### src/rtl/ekui_pkg.sv
// Package for the encoder knob controller: event, turn, press and action codes,
// the configuration and result structs, and level limits.
// No dependencies; the design files refer to it by scoped names, the bench files import it.
`default_nettype none

package ekui_pkg;

  localparam int CFG_INDEX_W = 8;
  localparam int CFG_DATA_W  = 16;
  localparam int TICK_W      = 32;
  localparam int LEVEL_W     = 7;
  localparam int FREQ_W      = 4;
  localparam int COUNT_W     = 5;

  localparam logic [LEVEL_W-1:0] LEVEL_MAX   = 7'd100;
  localparam logic [LEVEL_W-1:0] BRIGHT_STEP = 7'd1;
  localparam logic [LEVEL_W-1:0] FAN_STEP    = 7'd5;
  localparam logic [FREQ_W-1:0]  FREQ_TOP    = 4'd15;

  typedef enum logic [1:0] {
    OP_STEP = 2'd0,
    OP_RISE = 2'd1,
    OP_FALL = 2'd2,
    OP_POLL = 2'd3
  } opcode_t;

  typedef enum logic [1:0] {
    TURN_NONE = 2'd0,
    TURN_UP   = 2'd1,
    TURN_DOWN = 2'd2
  } turn_t;

  typedef enum logic [1:0] {
    PRESS_NONE  = 2'd0,
    PRESS_SHORT = 2'd1,
    PRESS_LONG  = 2'd2
  } press_t;

  typedef enum logic [1:0] {
    ACT_NONE   = 2'd0,
    ACT_UPDATE = 2'd1,
    ACT_PAUSE  = 2'd2
  } action_t;

  typedef enum logic [CFG_INDEX_W-1:0] {
    REG_SHORT_PRESS = 8'd0,
    REG_LONG_PRESS  = 8'd1,
    REG_MAX_PRESS   = 8'd2,
    REG_FREQ_COUNT  = 8'd3
  } reg_index_t;

  typedef struct packed {
    logic [CFG_DATA_W-1:0] short_press_ticks;
    logic [CFG_DATA_W-1:0] long_press_ticks;
    logic [CFG_DATA_W-1:0] max_press_ticks;
    logic [COUNT_W-1:0]    freq_option_count;
  } cfg_t;

  typedef struct packed {
    action_t             action;
    logic [LEVEL_W-1:0]  brightness;
    logic [LEVEL_W-1:0]  fan_pct;
    logic [FREQ_W-1:0]   freq_index;
    logic                menu_mode;
  } res_t;

endpackage

`default_nettype wire

### src/rtl/ekui_if.sv
// Valid/ready channel interfaces of the encoder knob controller: events in,
// results out, and configuration writes. Depends on ekui_pkg for widths.
`default_nettype none

interface ekui_in_if;
  logic                         valid;
  logic                         ready;
  logic [1:0]                   opcode;
  logic                         turn_up;
  logic [ekui_pkg::TICK_W-1:0]  now_ticks;

  modport source (output valid, opcode, turn_up, now_ticks, input ready);
  modport sink   (input valid, opcode, turn_up, now_ticks, output ready);
endinterface

interface ekui_out_if;
  logic                          valid;
  logic                          ready;
  logic [1:0]                    action;
  logic [ekui_pkg::LEVEL_W-1:0]  brightness;
  logic [ekui_pkg::LEVEL_W-1:0]  fan_pct;
  logic [ekui_pkg::FREQ_W-1:0]   freq_index;
  logic                          menu_mode;

  modport source (output valid, action, brightness, fan_pct, freq_index, menu_mode,
                  input ready);
  modport sink   (input valid, action, brightness, fan_pct, freq_index, menu_mode,
                  output ready);
endinterface

interface ekui_cfg_if;
  logic                              valid;
  logic                              ready;
  logic [ekui_pkg::CFG_INDEX_W-1:0]  index;
  logic [ekui_pkg::CFG_DATA_W-1:0]   data;

  modport source (output valid, index, data, input ready);
  modport sink   (input valid, index, data, output ready);
endinterface

`default_nettype wire

### src/rtl/encoder_knob_ui_controller.sv
// Encoder knob UI controller, top level: event input register, event core and
// result register. Depends on ekui_pkg, the channel interfaces, ekui_cfg, ekui_core.
// A result is registered in the result register after its event leaves the event input register.
// Throughput: one event per cycle while the result channel is not stalled.
// Reset (synchronous, rst high) clears all UI state, empties both stages and loads
// the configuration reset values; the block is ready in the cycle after reset.
`default_nettype none

module encoder_knob_ui_controller (
  input  wire logic  clk,
  input  wire logic  rst,
  ekui_in_if.sink    evt,
  ekui_out_if.source res,
  ekui_cfg_if.sink   cfg
);

  logic                          ev_vld;
  logic [1:0]                    ev_opcode;
  logic                          ev_turn_up;
  logic [ekui_pkg::TICK_W-1:0]   ev_now;
  logic                          out_vld;
  ekui_pkg::res_t                out_res;
  ekui_pkg::res_t                res_next;
  ekui_pkg::cfg_t                regs;
  logic                          advance;
  logic                          go;

  // The event stage moves on whenever the result register is free or being drained.
  assign advance   = !out_vld || res.ready;
  assign go        = ev_vld && advance;
  assign evt.ready = !ev_vld || advance;

  ekui_cfg u_cfg (
    .clk  (clk),
    .rst  (rst),
    .cfg  (cfg),
    .regs (regs)
  );

  ekui_core u_core (
    .clk       (clk),
    .rst       (rst),
    .go        (go),
    .opcode    (ev_opcode),
    .turn_up   (ev_turn_up),
    .now_ticks (ev_now),
    .regs      (regs),
    .res_next  (res_next)
  );

  always_ff @(posedge clk) begin
    if (rst) begin
      ev_vld <= 1'b0;
    end else if (evt.ready) begin
      ev_vld <= evt.valid;
    end
  end

  always_ff @(posedge clk) begin
    if (evt.ready && evt.valid) begin
      ev_opcode  <= evt.opcode;
      ev_turn_up <= evt.turn_up;
      ev_now     <= evt.now_ticks;
    end
  end

  always_ff @(posedge clk) begin
    if (rst) begin
      out_vld <= 1'b0;
    end else if (advance) begin
      out_vld <= ev_vld;
    end
  end

  always_ff @(posedge clk) begin
    if (go) begin
      out_res <= res_next;
    end
  end

  assign res.valid      = out_vld;
  assign res.action     = out_res.action;
  assign res.brightness = out_res.brightness;
  assign res.fan_pct    = out_res.fan_pct;
  assign res.freq_index = out_res.freq_index;
  assign res.menu_mode  = out_res.menu_mode;

endmodule

`default_nettype wire

### src/rtl/ekui_cfg.sv
// Configuration register bank of the encoder knob controller.
// Depends on ekui_pkg and the ekui_cfg_if interface.
`default_nettype none

module ekui_cfg (
  input  wire logic     clk,
  input  wire logic     rst,
  ekui_cfg_if.sink      cfg,
  output ekui_pkg::cfg_t regs
);

  assign cfg.ready = 1'b1;

  always_ff @(posedge clk) begin
    if (rst) begin
      regs.short_press_ticks <= 16'd500;
      regs.long_press_ticks  <= 16'd1000;
      regs.max_press_ticks   <= 16'd5000;
      regs.freq_option_count <= 5'd4;
    end else if (cfg.valid) begin
      // Writes to indexes past the last register are dropped.
      unique case (ekui_pkg::reg_index_t'(cfg.index))
        ekui_pkg::REG_SHORT_PRESS: regs.short_press_ticks <= cfg.data;
        ekui_pkg::REG_LONG_PRESS:  regs.long_press_ticks  <= cfg.data;
        ekui_pkg::REG_MAX_PRESS:   regs.max_press_ticks   <= cfg.data;
        ekui_pkg::REG_FREQ_COUNT:
          regs.freq_option_count <= cfg.data[ekui_pkg::COUNT_W-1:0];
        default: ;
      endcase
    end
  end

endmodule

`default_nettype wire

### src/rtl/ekui_core.sv
// Event processing and UI state of the encoder knob controller: turn, press and
// level registers, with the next result computed from one registered event.
// Depends on ekui_pkg.
`default_nettype none

module ekui_core (
  input  wire logic                         clk,
  input  wire logic                         rst,
  input  wire logic                         go,
  input  wire logic [1:0]                   opcode,
  input  wire logic                         turn_up,
  input  wire logic [ekui_pkg::TICK_W-1:0]  now_ticks,
  input  wire ekui_pkg::cfg_t               regs,
  output ekui_pkg::res_t                    res_next
);

  ekui_pkg::turn_t                 pending_turn, pending_turn_next;
  logic [ekui_pkg::TICK_W-1:0]     press_start, press_start_next;
  logic                            button_held, button_held_next;
  ekui_pkg::press_t                pending_press, pending_press_next;
  logic                            skip_release, skip_release_next;
  logic                            menu_flag, menu_flag_next;
  logic [ekui_pkg::LEVEL_W-1:0]    bright_level, bright_level_next;
  logic [ekui_pkg::LEVEL_W-1:0]    fan_level, fan_level_next;
  logic [ekui_pkg::FREQ_W-1:0]     freq_level, freq_level_next;
  ekui_pkg::action_t               action;

  logic [ekui_pkg::TICK_W-1:0]     press_len;
  ekui_pkg::press_t                press_class;
  logic [ekui_pkg::COUNT_W-1:0]    freq_plus;
  logic                            dir_up;
  logic [ekui_pkg::LEVEL_W:0]      bright_sum, fan_sum;

  assign press_len = now_ticks - press_start;
  assign dir_up    = (pending_turn == ekui_pkg::TURN_UP);
  assign freq_plus = {1'b0, freq_level} + 5'd1;
  assign bright_sum = {1'b0, bright_level} + {1'b0, ekui_pkg::BRIGHT_STEP};
  assign fan_sum    = {1'b0, fan_level} + {1'b0, ekui_pkg::FAN_STEP};

  always_comb begin
    if (press_len < {16'd0, regs.short_press_ticks}) begin
      press_class = ekui_pkg::PRESS_SHORT;
    end else if (press_len > {16'd0, regs.long_press_ticks} &&
                 press_len < {16'd0, regs.max_press_ticks}) begin
      press_class = ekui_pkg::PRESS_LONG;
    end else begin
      press_class = ekui_pkg::PRESS_NONE;
    end
  end

  always_comb begin
    pending_turn_next  = pending_turn;
    press_start_next   = press_start;
    button_held_next   = button_held;
    pending_press_next = pending_press;
    skip_release_next  = skip_release;
    menu_flag_next     = menu_flag;
    bright_level_next  = bright_level;
    fan_level_next     = fan_level;
    freq_level_next    = freq_level;
    action             = ekui_pkg::ACT_NONE;

    unique case (ekui_pkg::opcode_t'(opcode))
      ekui_pkg::OP_STEP: begin
        pending_turn_next = turn_up ? ekui_pkg::TURN_UP : ekui_pkg::TURN_DOWN;
      end
      ekui_pkg::OP_RISE: begin
        press_start_next = now_ticks;
        button_held_next = 1'b1;
      end
      ekui_pkg::OP_FALL: begin
        if (!skip_release) begin
          pending_press_next = press_class;
        end
        press_start_next  = '0;
        button_held_next  = 1'b0;
        skip_release_next = 1'b0;
      end
      ekui_pkg::OP_POLL: begin
        if (pending_turn != ekui_pkg::TURN_NONE) begin
          if (button_held) begin
            // A turn while held retunes the frequency and cancels the press.
            skip_release_next = 1'b1;
            if (dir_up) begin
              if (freq_plus < regs.freq_option_count && freq_level != ekui_pkg::FREQ_TOP) begin
                freq_level_next = freq_plus[ekui_pkg::FREQ_W-1:0];
              end
            end else if (freq_level != '0) begin
              freq_level_next = freq_level - 4'd1;
            end
          end else if (menu_flag) begin
            if (dir_up) begin
              if (bright_sum <= {1'b0, ekui_pkg::LEVEL_MAX}) begin
                bright_level_next = bright_sum[ekui_pkg::LEVEL_W-1:0];
              end
            end else if (bright_level >= ekui_pkg::BRIGHT_STEP) begin
              bright_level_next = bright_level - ekui_pkg::BRIGHT_STEP;
            end
          end else begin
            if (dir_up) begin
              if (fan_sum <= {1'b0, ekui_pkg::LEVEL_MAX}) begin
                fan_level_next = fan_sum[ekui_pkg::LEVEL_W-1:0];
              end
            end else if (fan_level >= ekui_pkg::FAN_STEP) begin
              fan_level_next = fan_level - ekui_pkg::FAN_STEP;
            end
          end
          pending_turn_next = ekui_pkg::TURN_NONE;
          action            = ekui_pkg::ACT_UPDATE;
        end else if (pending_press == ekui_pkg::PRESS_SHORT) begin
          menu_flag_next     = !menu_flag;
          pending_press_next = ekui_pkg::PRESS_NONE;
        end else if (pending_press == ekui_pkg::PRESS_LONG) begin
          pending_press_next = ekui_pkg::PRESS_NONE;
          action             = ekui_pkg::ACT_PAUSE;
        end
      end
      default: ;
    endcase
  end

  assign res_next.action     = action;
  assign res_next.brightness = bright_level_next;
  assign res_next.fan_pct    = fan_level_next;
  assign res_next.freq_index = freq_level_next;
  assign res_next.menu_mode  = menu_flag_next;

  always_ff @(posedge clk) begin
    if (rst) begin
      pending_turn  <= ekui_pkg::TURN_NONE;
      press_start   <= '0;
      button_held   <= 1'b0;
      pending_press <= ekui_pkg::PRESS_NONE;
      skip_release  <= 1'b0;
      menu_flag     <= 1'b0;
      bright_level  <= '0;
      fan_level     <= '0;
      freq_level    <= '0;
    end else if (go) begin
      pending_turn  <= pending_turn_next;
      press_start   <= press_start_next;
      button_held   <= button_held_next;
      pending_press <= pending_press_next;
      skip_release  <= skip_release_next;
      menu_flag     <= menu_flag_next;
      bright_level  <= bright_level_next;
      fan_level     <= fan_level_next;
      freq_level    <= freq_level_next;
    end
  end

endmodule

`default_nettype wire

### src/flat_wrapper.sv
// flat-port wrapper written by rule: the top's interface ports become plain ports
module encoder_knob_ui_controller_flat 
  (clk, rst, evt_valid, evt_opcode, evt_turn_up, evt_now_ticks, evt_ready, res_valid, res_action, res_brightness, res_fan_pct, res_freq_index, res_menu_mode, res_ready, cfg_valid, cfg_index, cfg_data, cfg_ready);
  ekui_in_if evt_i ();
  ekui_out_if res_i ();
  ekui_cfg_if cfg_i ();
  input  wire logic clk;
  input  wire logic rst;
  input wire logic [$bits(evt_i.valid)-1:0] evt_valid;
  input wire logic [$bits(evt_i.opcode)-1:0] evt_opcode;
  input wire logic [$bits(evt_i.turn_up)-1:0] evt_turn_up;
  input wire logic [$bits(evt_i.now_ticks)-1:0] evt_now_ticks;
  output wire logic [$bits(evt_i.ready)-1:0] evt_ready;
  output wire logic [$bits(res_i.valid)-1:0] res_valid;
  output wire logic [$bits(res_i.action)-1:0] res_action;
  output wire logic [$bits(res_i.brightness)-1:0] res_brightness;
  output wire logic [$bits(res_i.fan_pct)-1:0] res_fan_pct;
  output wire logic [$bits(res_i.freq_index)-1:0] res_freq_index;
  output wire logic [$bits(res_i.menu_mode)-1:0] res_menu_mode;
  input wire logic [$bits(res_i.ready)-1:0] res_ready;
  input wire logic [$bits(cfg_i.valid)-1:0] cfg_valid;
  input wire logic [$bits(cfg_i.index)-1:0] cfg_index;
  input wire logic [$bits(cfg_i.data)-1:0] cfg_data;
  output wire logic [$bits(cfg_i.ready)-1:0] cfg_ready;
  assign evt_i.valid = evt_valid;
  assign evt_i.opcode = evt_opcode;
  assign evt_i.turn_up = evt_turn_up;
  assign evt_i.now_ticks = evt_now_ticks;
  assign evt_ready = evt_i.ready;
  assign res_valid = res_i.valid;
  assign res_action = res_i.action;
  assign res_brightness = res_i.brightness;
  assign res_fan_pct = res_i.fan_pct;
  assign res_freq_index = res_i.freq_index;
  assign res_menu_mode = res_i.menu_mode;
  assign res_i.ready = res_ready;
  assign cfg_i.valid = cfg_valid;
  assign cfg_i.index = cfg_index;
  assign cfg_i.data = cfg_data;
  assign cfg_ready = cfg_i.ready;
  encoder_knob_ui_controller u_core (.clk(clk), .rst(rst), .evt(evt_i), .res(res_i), .cfg(cfg_i));
endmodule
### config.mk
export PLATFORM = sky130hd
export DESIGN_NAME = encoder_knob_ui_controller_flat
export DESIGN_NICKNAME = d
export VERILOG_FILES = /design/src/rtl/ekui_pkg.sv /design/src/rtl/ekui_if.sv /design/src/rtl/encoder_knob_ui_controller.sv /design/src/rtl/ekui_cfg.sv /design/src/rtl/ekui_core.sv /design/src/flat_wrapper.sv
export SDC_FILE = /design/constraint.sdc
export NUM_CORES = 1
export LEC_CHECK = 0
export BUFFER_PORTS_ARGS = -buffer_cell sky130_fd_sc_hd__buf_4
export CORE_MARGIN = 2
export CORE_UTILIZATION = 44
export CTS_CLUSTER_SIZE = 12
export DETAILED_ROUTE_END_ITERATION = 6
export SYNTH_ARGS = -nofsm -noshare
export SYNTH_HDL_FRONTEND = slang
export SYNTH_SLANG_ARGS = --single-unit
### constraint.sdc
create_clock -name clk -period 3.6 [get_ports clk]
set_clock_uncertainty 0.1 [all_clocks]
set_input_delay 0.36 -clock clk [delete_from_list [all_inputs] [get_ports clk]]
set_output_delay 0.36 -clock clk [all_outputs]
set_load 0.005 [all_outputs]
Yosys cells after proc, flatten, opt, wreduce, memory -nomap -nowiden

Index checks and enable logic that the tools add are counted.

Bits in registers: 168
Input bits: 64
Word-level logic and storage cells: 121

Add/sub/neg operators: 7
Magnitude comparators: 8
Equality and inequality tests: 15
Multiplexer cells: 41
Bitwise logic cells: 1
Reductions and logical operators: 25

Operators with widths:

| kind                                                              | count |
|---|---|
| two-way mux 7 bit                                                 | 14 |
| less-than comparator 32 x 16 -> 1 bit                             | 2 |
| case mux 32 bit (2 select lines)                                  | 1 |
| > comparator 32 x 16 -> 1 bit                                     | 1 |
| subtractor 32 bit                                                 | 1 |
| two-way mux 4 bit                                                 | 6 |
| two-way mux 2 bit                                                 | 9 |
| == test 8 x 2 -> 1 bit, second input constant                     | 2 |
| less-or-equal comparator 8 x 7 -> 1 bit, second input constant    | 2 |
| AND reduction 2 bit                                               | 5 |
| adder 7 x 1 -> 8 bit, second input constant                       | 1 |
| adder 7 x 3 -> 8 bit, second input constant                       | 1 |
| == test 8 x 1 -> 1 bit, second input constant                     | 1 |
| logical NOT 8 bit                                                 | 1 |
| != test 2 bit, second input constant                              | 4 |
| case mux 2 bit (2 select lines)                                   | 2 |
| nonzero test 2 bit                                                | 4 |
| greater-or-equal comparator 7 x 1 -> 1 bit, second input constant | 1 |
| greater-or-equal comparator 7 x 3 -> 1 bit, second input constant | 1 |
| two-way mux 1 bit                                                 | 7 |
| subtractor 7 x 1 -> 7 bit, second input constant                  | 1 |
| subtractor 7 x 3 -> 7 bit, second input constant                  | 1 |
| == test 2 x 1 -> 1 bit, second input constant                     | 3 |
| == test 2 bit, second input constant                              | 3 |
| 16 further kinds                                                  | 23 |

Logic depth before layout (Yosys ltp)

Gate-level depths: netlist of run 1.

Depth in word-level cells: 8
Mapped depth: 21
Gate-level depth less buffers: 21

Modules after synthesis

A second synthesis of run 1 with hierarchy kept.

Cell total of the unflattened synthesis: 1,266
Area total of the unflattened synthesis: 10,945.5 um2

Modules (own cells, without submodules):

| module                     | instances | cells each | area each (um2) | sequential area each (um2) |
|---|---|---|---|---|
| ekui_core                  | 1         | 995        | 6,993.0         | 1,141.1 |
| ekui_cfg                   | 1         | 205        | 2,167.1         | 1,061.0 |
| encoder_knob_ui_controller | 1         | 66         | 1,785.5         | 1,721.7 |

Least setup slack after synthesis of run 1

Ideal clock, no wire load.

Path type: reg-to-reg
Start: register u_core.ev_now[0] (netlist name)
End: register u_core.u_core.pending_press[1]
Data arrival time: 3.293 ns
Required time: 3.384 ns
Setup slack: 0.091 ns
Cell stages (with the launch flop): 19
Cells stage by stage: edfxtp_1 -> inv_1 -> ha_1 -> fa_1 -> nor2b_1 -> o2111ai_1 -> nand2_1 -> nand3_1 -> nand2_1 -> a21o_1 -> a21oi_1 -> xnor2_1 -> ha_1 -> a21o_1 -> a21oi_1 -> nor2_1 -> a2111oi_0 -> nor3b_1 -> a31o_2

Cells in the longest elaborated chain, start to end: 7

RTL lines:

| element                                                                                       | RTL line                         | RTL |
|---|---|---|
| start: declaration                                                                            | encoder_knob_ui_controller.sv:20 | `logic [ekui_pkg::TICK_W-1:0] ev_now;` |
| start signal: assignment                                                                      | encoder_knob_ui_controller.sv:63 | `ev_now <= evt.now_ticks;` |
| subtractor 32 bit (*)                                                                         | ekui_core.sv:34                  | `assign press_len = now_ticks - press_start;` |
| > comparator 32 x 16 -> 1 bit / less-than comparator 32 x 16 -> 1 bit (equally long branches) | ekui_core.sv:43, ekui_core.sv:44 |  |
| logical AND 1 bit                                                                             | ekui_core.sv:43                  | `end else if (press_len > {16'd0, regs.long_press_ticks} &&` |
| two-way mux 2 bit                                                                             | ekui_core.sv:43                  |  |
| two-way mux 2 bit (*)                                                                         | ekui_core.sv:41                  | `if (press_len < {16'd0, regs.short_press_ticks}) begin` |
| two-way mux 2 bit (*)                                                                         | ekui_core.sv:72                  | `if (!skip_release) begin` |
| case mux 2 bit (2 select lines) (*)                                                           | ekui_core.sv:63                  | `unique case (ekui_pkg::opcode_t'(opcode))` |
| end signal: assignment                                                                        | ekui_core.sv:133                 | `pending_press <= ekui_pkg::PRESS_NONE;` |
| end signal: assignment                                                                        | ekui_core.sv:143                 | `pending_press <= pending_press_next;` |
| end: declaration                                                                              | ekui_core.sv:20                  | `ekui_pkg::press_t pending_press, pending_press_next;` |

Every way passes the cells marked *; elsewhere a longest branch is shown, timed or not. The select of a mux whose other input is x is not followed.
A chain may end at the register's enable or synchronous reset.

Worst setup path after layout of run 1

Start: register u_core.ev_now[2] (netlist name)
End: register u_core.u_core.pending_press[1]

Same word-level chain as after synthesis.

==> impl_metrics.py, run 1 <==
metrics = {
    "floorplanning": {
        "coreArea_sq_um": 23330,
        "rows": 56,
        "start_util_pct": 44.63,
        "ios": 88,
        "die_w_microns": 157.8,
        "die_h_microns": 157.8,
        "die-area_sq_um": 24910,
    },
    "timing": {
        "fin_crit_sh_pct": 100.1,
        "setup-violations-final": 1,
        "fmaxAchievable_mhz": 277.6,
        "setup_tns_ns": -0.001863,
        "hold_violations": 0,
        "rsz0062_at_grt": "yes",
        "setup_ws_ns": -0.001863,
        "tightest_slew_ns": 0.9247,
        "slew_violations": 0,
        "fin_crit_ns": 3.602,
        "max_slew_margin_pct": 38.35,
    },
    "worst_setup_path": {
        "crit_required_ns": 3.88,
        "end_kind": "register",
        "crit_top_cell": "o211ai_1",
        "critPathLaunchType": "register",
        "crit_buf_inv": 0,
        "cpPeakStageDelay_ns": 0.44,
        "cpMaxStageDelayCell": "edfxtp_1",
        "path_cells": "ha_4 > o211ai_1 > a21oi_2 > or2_2 > xor2_1 > ha_1 > a21o_1 > a211oi_1 > o211ai_1 > a221oi_1 > o21ai_1 > nor3b_2 > a31o_2",
        "arrival_ns": 3.88,
        "cp_max_fo": 3,
        "path_class": "register to register",
        "cpLargestDelayFamily": "compound AO/OA/AOI/OAI gates",
    },
    "routing": {
        "wirelength_microns": 25210,
        "via_per_inst": 5.349,
        "dr_total_vias": 8960,
        "ant_nets": 0,
        "wire_per_inst_microns": 15.05,
        "first_iter_violations": 561,
        "first_pass_iters": 5,
        "drc_errors": 0,
    },
    "clock_tree": {
        "cts.path.max_buffers": 2,
        "clock_latency_ns": 0.43,
        "root_buffer": "clkbuf_16",
        "htree_num_levels": 4,
        "clk_pin_slew_ns": 0.07,
        "cts_tree": "yes",
        "clock_sinks": 168,
        "cts_buffers": 17,
    },
    "cells_and_area": {
        "final_util_pct": 55.05,
        "layout-drive-gt1-share_pct": 17.85,
        "synthToLayoutAreaGrowth_pct": 23.34,
        "fillerInstances": 2130,
        "final_nets": 1504,
        "diodes": 0,
        "final_cell_count_no_fill": 1675,
    },
    "logic_synthesis": {
        "synth_edf_count": 56,
        "synth.most_common_cell": "nor2_1",
        "synthTopCellsByCount": "nor2_1, inv_1, a21oi_1",
        "async_reset_ff_share_pct": 0,
        "synth_ff_type": "dfxtp_1",
        "yosysTopAreaCellShare_pct": 21.53,
        "syn-num-nets": 1366,
        "synth.ff_latch_count": 168,
        "ys_types": 82,
        "yosysSeqAreaShare_pct": 37.68,
        "avgSynthCellArea_sq_um": 8.642,
        "synth_largest_area_cell": "dfxtp_1",
        "synth_cells": 1205,
        "synthTopCellsByArea": "dfxtp_1, edfxtp_1, ha_1",
        "synth_area_sq_um": 10410,
        "yosysWarnings": 0,
    },
    "global_routing": {
        "grt_max_degree": 78,
        "grt_pass1_vias": 8563,
        "overflow": 0,
        "grt_pass1_wl_microns": 42330,
        "antenna_found_initial": 0,
        "track_usage_pct": 21.08,
    },
    "power": {
        "p_int_mw": 3.544,
        "power_frac_clock_pct": 39.5,
        "power_frac_seq_pct": 41.8,
        "p_comb_share_pct": 18.7,
        "peakVddDrop_mv": 0.2542,
        "pwr_density_cell_nw_per_um2": 379.9,
        "power_leakage_nw": 5.203,
        "switchingPower_mw": 1.336,
        "swShare_pct": 27.38,
    },
    "placement": {
        "routabilityCongestion": 0.8861,
        "dpl.cell_count": 1602,
        "io_buffers": 86,
        "pre_cts_slack_ns": -0.3089,
        "place_hpwl_microns": 18170,
    },
    "min_path": {
        "hold_class": "input port to register",
    },
    "run_status": {
        "outcome": "finished, violations left",
        "violations": "setup timing",
    },
    "run": {
        "cap_viol_max_count": 0,
    },
}
-- power groups by stage --
stage	Clock [mW]	Sequential, mW	Combinational [mW]
global placement	0	2.08	0.799
global route	2.05	2.04	1.02
finish	1.93	2.04	0.914
CTS	1.97	2.04	0.865
detailed placement	0	2.08	0.803
floorplan	0	2.07	0.507
-- layer usage --
metal | GRT usage (%) | wire length, microns | vias to the layer above
met5 | 0 | 0 | -
met4 | 5.931 | 311 | 0
met3 | 2.491 | 694 | 23
met2 | 35.61 | 12200 | 162
met1 | 28.43 | 12000 | 4244
li1 | - | - | 4531
-- per-stage QoR --
step           power, mW  instance area (sq um)  hold WS (ns)
4_1_cts            4.870                  12660      0.009178
6_report           4.880                  12840       0.02451
2_1_floorplan      2.577                  10410        0.3354
3_5_place_dp       2.882                  11620        0.3470
3_3_place_gp       2.877                  11620        0.3434
5_1_grt            5.113                  12840      0.005227
-- sequential cells by signal, summed over array words and instances (netlist names), 2 cells and up --
name,flops
u_core.u_core.fan_level,7
u_core.u_core.freq_level,4
u_core.u_core.pending_press,2
u_core.u_core.pending_turn,2
u_core.res.fan_pct,7
u_core.res.brightness,7
u_core.res.action,2
u_core.u_core.press_start,32
u_core.u_cfg.regs,53
u_core.u_core.bright_level,7
u_core.res.freq_index,4
u_core.ev_opcode,2
u_core.ev_now,32
-- layout make-up --
| class | instances | area (sq um) | share of cell area [%] |
|---|---|---|---|
| Multi-Input combinational cell | 861 | 6026 | 46.91 |
| Timing Repair Buffer | 180 | 1440 | 11.21 |
| Tap cell | 319 | 399.1 | 3.107 |
| Sequential cell | 168 | 3925 | 30.56 |
| Inverter | 115 | 431.7 | 3.361 |
| Clock inverter | 13 | 158.9 | 1.237 |
| Clock buffer | 19 | 464.2 | 3.614 |
-- layout by cell type (no fill, tap or decap), types with 4 or more instances in the layout --
cell type / instances
inv_1: 115
clkbuf_16: 18
a21o_1: 25
nor3b_1: 33
nand2b_1: 9
or2_2: 5
o31ai_1: 5
a22o_1: 4
ha_1: 90
a21oi_2: 7
xnor2_2: 4
nand3_1: 16
nor3_1: 19
edfxtp_1: 56
nand2_1: 75
mux2i_1: 27
dfxtp_1: 111
a21oi_1: 107
dlygate4sd3_1: 29
o21ai_0: 39
xor2_1: 16
nor4_1: 14
xnor2_1: 20
a211o_1: 21
or3_1: 7
o21ai_1: 5
nand4_1: 20
ha_4: 5
buf_4: 149
o22ai_1: 5
and2_1: 6
o211ai_1: 6
nor2_1: 144
and3_1: 4
o21a_1: 18
nand2_2: 5
nor2b_1: 14
a31oi_1: 8
-- worst paths after layout --
kind,startpoint,to,slack [ns],depth (start not counted)
worst min-delay path,evt_now_ticks[1],u_core.ev_now[1],0.02,1
worst max register to register,u_core.ev_now[2],u_core.u_core.pending_press[1],-0.002,13
worst max-delay path,u_core.ev_now[2],u_core.u_core.pending_press[1],-0.002,13
worst min register to register,u_core.u_cfg.regs[5],u_core.u_cfg.regs[5],0.36,2
-- what timing repair did --
action	in CTS	in global routing
buffers inserted	4	8
pin swaps	21	25
hold buffers	29	0
endpoints found under the setup margin	2	2
endpoints found under the hold margin	29	0
resized for setup	22	22
-- logic make-up after synthesis --
group           after synthesis  synth area share (%)
simple gates                392                 18.44
buf+inv                     176                 6.656
mux                          27                 2.595
xor+xnor                     40                 3.364
fa+ha+maj                    97                 11.73
flops                       168                 37.68
other cells                   1               0.03601
compound gates              304                 19.50
No activity file was read; power rests on OpenSTA's default activity.
==> inputs of run 2 (changes only) <==
--- a/config.mk
+++ b/config.mk
@@ -6,7 +6,6 @@
 export NUM_CORES = 1
 export LEC_CHECK = 0
 export BUFFER_PORTS_ARGS = -buffer_cell sky130_fd_sc_hd__buf_4
-export CORE_MARGIN = 2
 export CORE_UTILIZATION = 44
 export CTS_CLUSTER_SIZE = 12
 export DETAILED_ROUTE_END_ITERATION = 6
==> impl_metrics.py, run 2 (synthesis results as in run 1) <==
metrics = {
    "run_status": {
        "outcome": "complete, no violations",
    },
    "cells_and_area": {
        "final_cell_mix": "buf_4, nor2_1, inv_1",
        "layout-drive-gt1-share_pct": 17.28,
        "diodes": 0,
        "final_util_pct": 55.72,
        "final_cell_count_no_fill": 1667,
        "multiInputGateArea_sq_um": 5971,
        "final_nets": 1502,
        "regArea_sq_um": 3925,
        "top_regs": "u_core.u_cfg.regs (53), u_core.ev_now (32), u_core.u_core.press_start (32)",
        "synthToLayoutAreaGrowth_pct": 22.62,
        "fillerInstances": 2116,
        "final_common_cell": "buf_4",
        "largest_register_ffs": 53,
        "largest-register": "u_core.u_cfg.regs",
    },
    "routing": {
        "drc_errors": 0,
        "wire_per_inst_microns": 15.24,
        "first_iter_violations": 493,
        "ant_nets": 0,
        "first_pass_iters": 5,
        "dr_total_vias": 8807,
        "via_per_inst": 5.283,
        "wirelength_microns": 25410,
    },
    "global_routing": {
        "antenna_found_initial": 0,
        "grt_pass1_wl_microns": 41430,
        "grt_max_degree": 72,
        "grt_pass1_vias": 8342,
        "overflow": 0,
        "track_usage_pct": 21.37,
    },
    "min_path": {
        "min_to": "u_core.ev_now[2]",
        "hold_class": "input port to register",
        "hold_depth": 1,
        "hold_start": "evt_now_ticks[2]",
    },
    "floorplanning": {
        "die_h_microns": 155.8,
        "rows": 55,
        "start_util_pct": 45.44,
        "die_w_microns": 155.8,
        "die-area_sq_um": 24290,
        "ios": 88,
        "coreArea_sq_um": 22920,
    },
    "worst_setup_path": {
        "cpPeakStageDelay_ns": 0.44,
        "r2r_cells": 17,
        "rr_startpoint": "u_core.ev_now[2]",
        "cpMaxStageDelayCell": "edfxtp_1",
        "end_kind": "register",
        "crit_required_ns": 3.83,
        "path_class": "register to register",
        "path_cells": "ha_4 > o211ai_1 > a21oi_2 > o31ai_4 > o21ai_2 > a311oi_2 > xnor2_2 > ha_1 > nand4_1 > nor2_2 > nand2_2 > buf_4 > o31ai_1 > nor3_1 > o21ai_1 > nor3b_2 > a31o_2",
        "cp_max_fo": 3,
        "arrival_ns": 3.81,
        "r2r_slack_ns": 0.02,
        "r2r-end": "u_core.u_core.pending_press[1]",
        "critPathLaunchType": "register",
    },
    "clock_tree": {
        "clock_sinks": 168,
        "cts_tree": "yes",
        "cts.path.max_buffers": 2,
        "cts_buffers": 17,
        "htree_num_levels": 4,
        "clock_latency_ns": 0.44,
        "clk_pin_slew_ns": 0.07,
        "root_buffer": "clkbuf_16",
    },
    "timing": {
        "rsz0062_at_grt": "yes",
        "setup-violations-final": 0,
        "fin_crit_sh_pct": 99.58,
        "max_slew_margin_pct": 40.96,
        "tightest_slew_ns": 0.8856,
        "hold_violations": 0,
        "fin_crit_ns": 3.585,
        "slew_violations": 0,
        "fmaxAchievable_mhz": 279.0,
        "holdWs_ns": 0.02062,
        "setup_tns_ns": 0,
    },
    "placement": {
        "dpl.cell_count": 1597,
        "routabilityCongestion": 0.8851,
        "place_hpwl_microns": 18110,
        "io_buffers": 86,
    },
    "power": {
        "power_mw": 4.904,
        "peakVddDrop_mv": 0.2831,
        "pwr_density_cell_nw_per_um2": 384.0,
        "power_leakage_nw": 5.197,
    },
    "run": {
        "cap_viol_max_count": 0,
    },
}
-- run 2: changes by cell type in the layout (fill, tap and decap cells not counted), moves of 2 or more --
| cell | previous run | this run |
|---|---|---|
| clkbuf_1 | 0 | 2 |
| nor3_2 | 3 | 1 |
| o21ai_0 | 39 | 41 |
| ha_1 | 90 | 92 |
| o21ai_1 | 5 | 2 |
| inv_6 | 3 | 0 |
| nor3_1 | 19 | 21 |
| clkbuf_16 | 18 | 21 |
| clkbuf_8 | 1 | 3 |
| clkinv_4 | 3 | 1 |
-- run 2: what timing repair did --
item | CTS | global route
hold buffers | 25 | 3
pin swaps | 23 | 14
endpoints found under the setup margin | 2 | 2
setup buffers | 6 | 4
endpoints found under the hold margin | 25 | 3
gates resized for setup | 22 | 11
-- run 2: per-stage QoR --
step	setup WS (ns)	area, sq um
after floorplan	0.09063	10410
after global placement	-0.3235	11600
after detailed placement	-0.2489	11600
after CTS	0.001349	12660
after global routing	-0.1765	12770
final	0.01513	12770
-- run 2: per-layer routing --
layer	wire length, microns	part of all wire, %	vias to the layer above	global-route usage (%)
met5	0	0	-	0
met4	362	1.4	0	5.836
met3	912	3.6	26	3.361
met2	12070	47	164	36.33
met1	12070	47	4099	28.00
li1	-	-	4518	-
-- run 2: where the power goes --
| group | internal, mW | switching (mW) | leakage, nW | total [mW] |
|---|---|---|---|---|
| clock | 1.18 | 0.795 | 0.316 | 1.98 |
| combinational | 0.416 | 0.471 | 3.43 | 0.887 |
| sequential | 2.01 | 0.0288 | 1.45 | 2.04 |
| total | 3.61 | 1.29 | 5.20 | 4.90 |
-- run 2: layout make-up --
| class | count | share of cell area, % |
|---|---|---|
| clock buffer | 26 | 4.497 |
| timing repair buffer | 178 | 11.01 |
| clock inverter | 6 | 0.5487 |
| inverter | 115 | 3.380 |
| multi-input combinational | 861 | 46.76 |
| tap | 313 | 3.067 |
| sequential | 168 | 30.74 |
-- run 2: how the worst max path moves through the flow --
stage | cells past startpoint | slack, ns | start | end
6_report | 17 | 0.02 | u_core.ev_now[2] | u_core.u_core.pending_press[1]
5_1_grt | 17 | -0.18 | u_core.ev_now[2] | u_core.u_core.pending_press[1]
4_1_cts | 21 | 0.001 | u_core.ev_now[0] | u_core.u_core.pending_press[1]
3_5_place_dp | 19 | -0.25 | u_core.ev_now[0] | u_core.u_core.pending_press[1]
3_3_place_gp | 19 | -0.32 | u_core.ev_now[0] | u_core.u_core.pending_press[1]
2_1_floorplan | 18 | 0.09 | u_core.ev_now[0] | u_core.u_core.pending_press[1]
-- run 2: critical path: cells and delay by family (launching register included) --
kind | cells | cell delay (ns)
buf+inv | 1 | 0.13
xor+xnor | 1 | 0.13
flops | 1 | 0.44
compound gates | 8 | 1.59
simple gates | 5 | 0.53
fa+ha+maj | 2 | 0.56
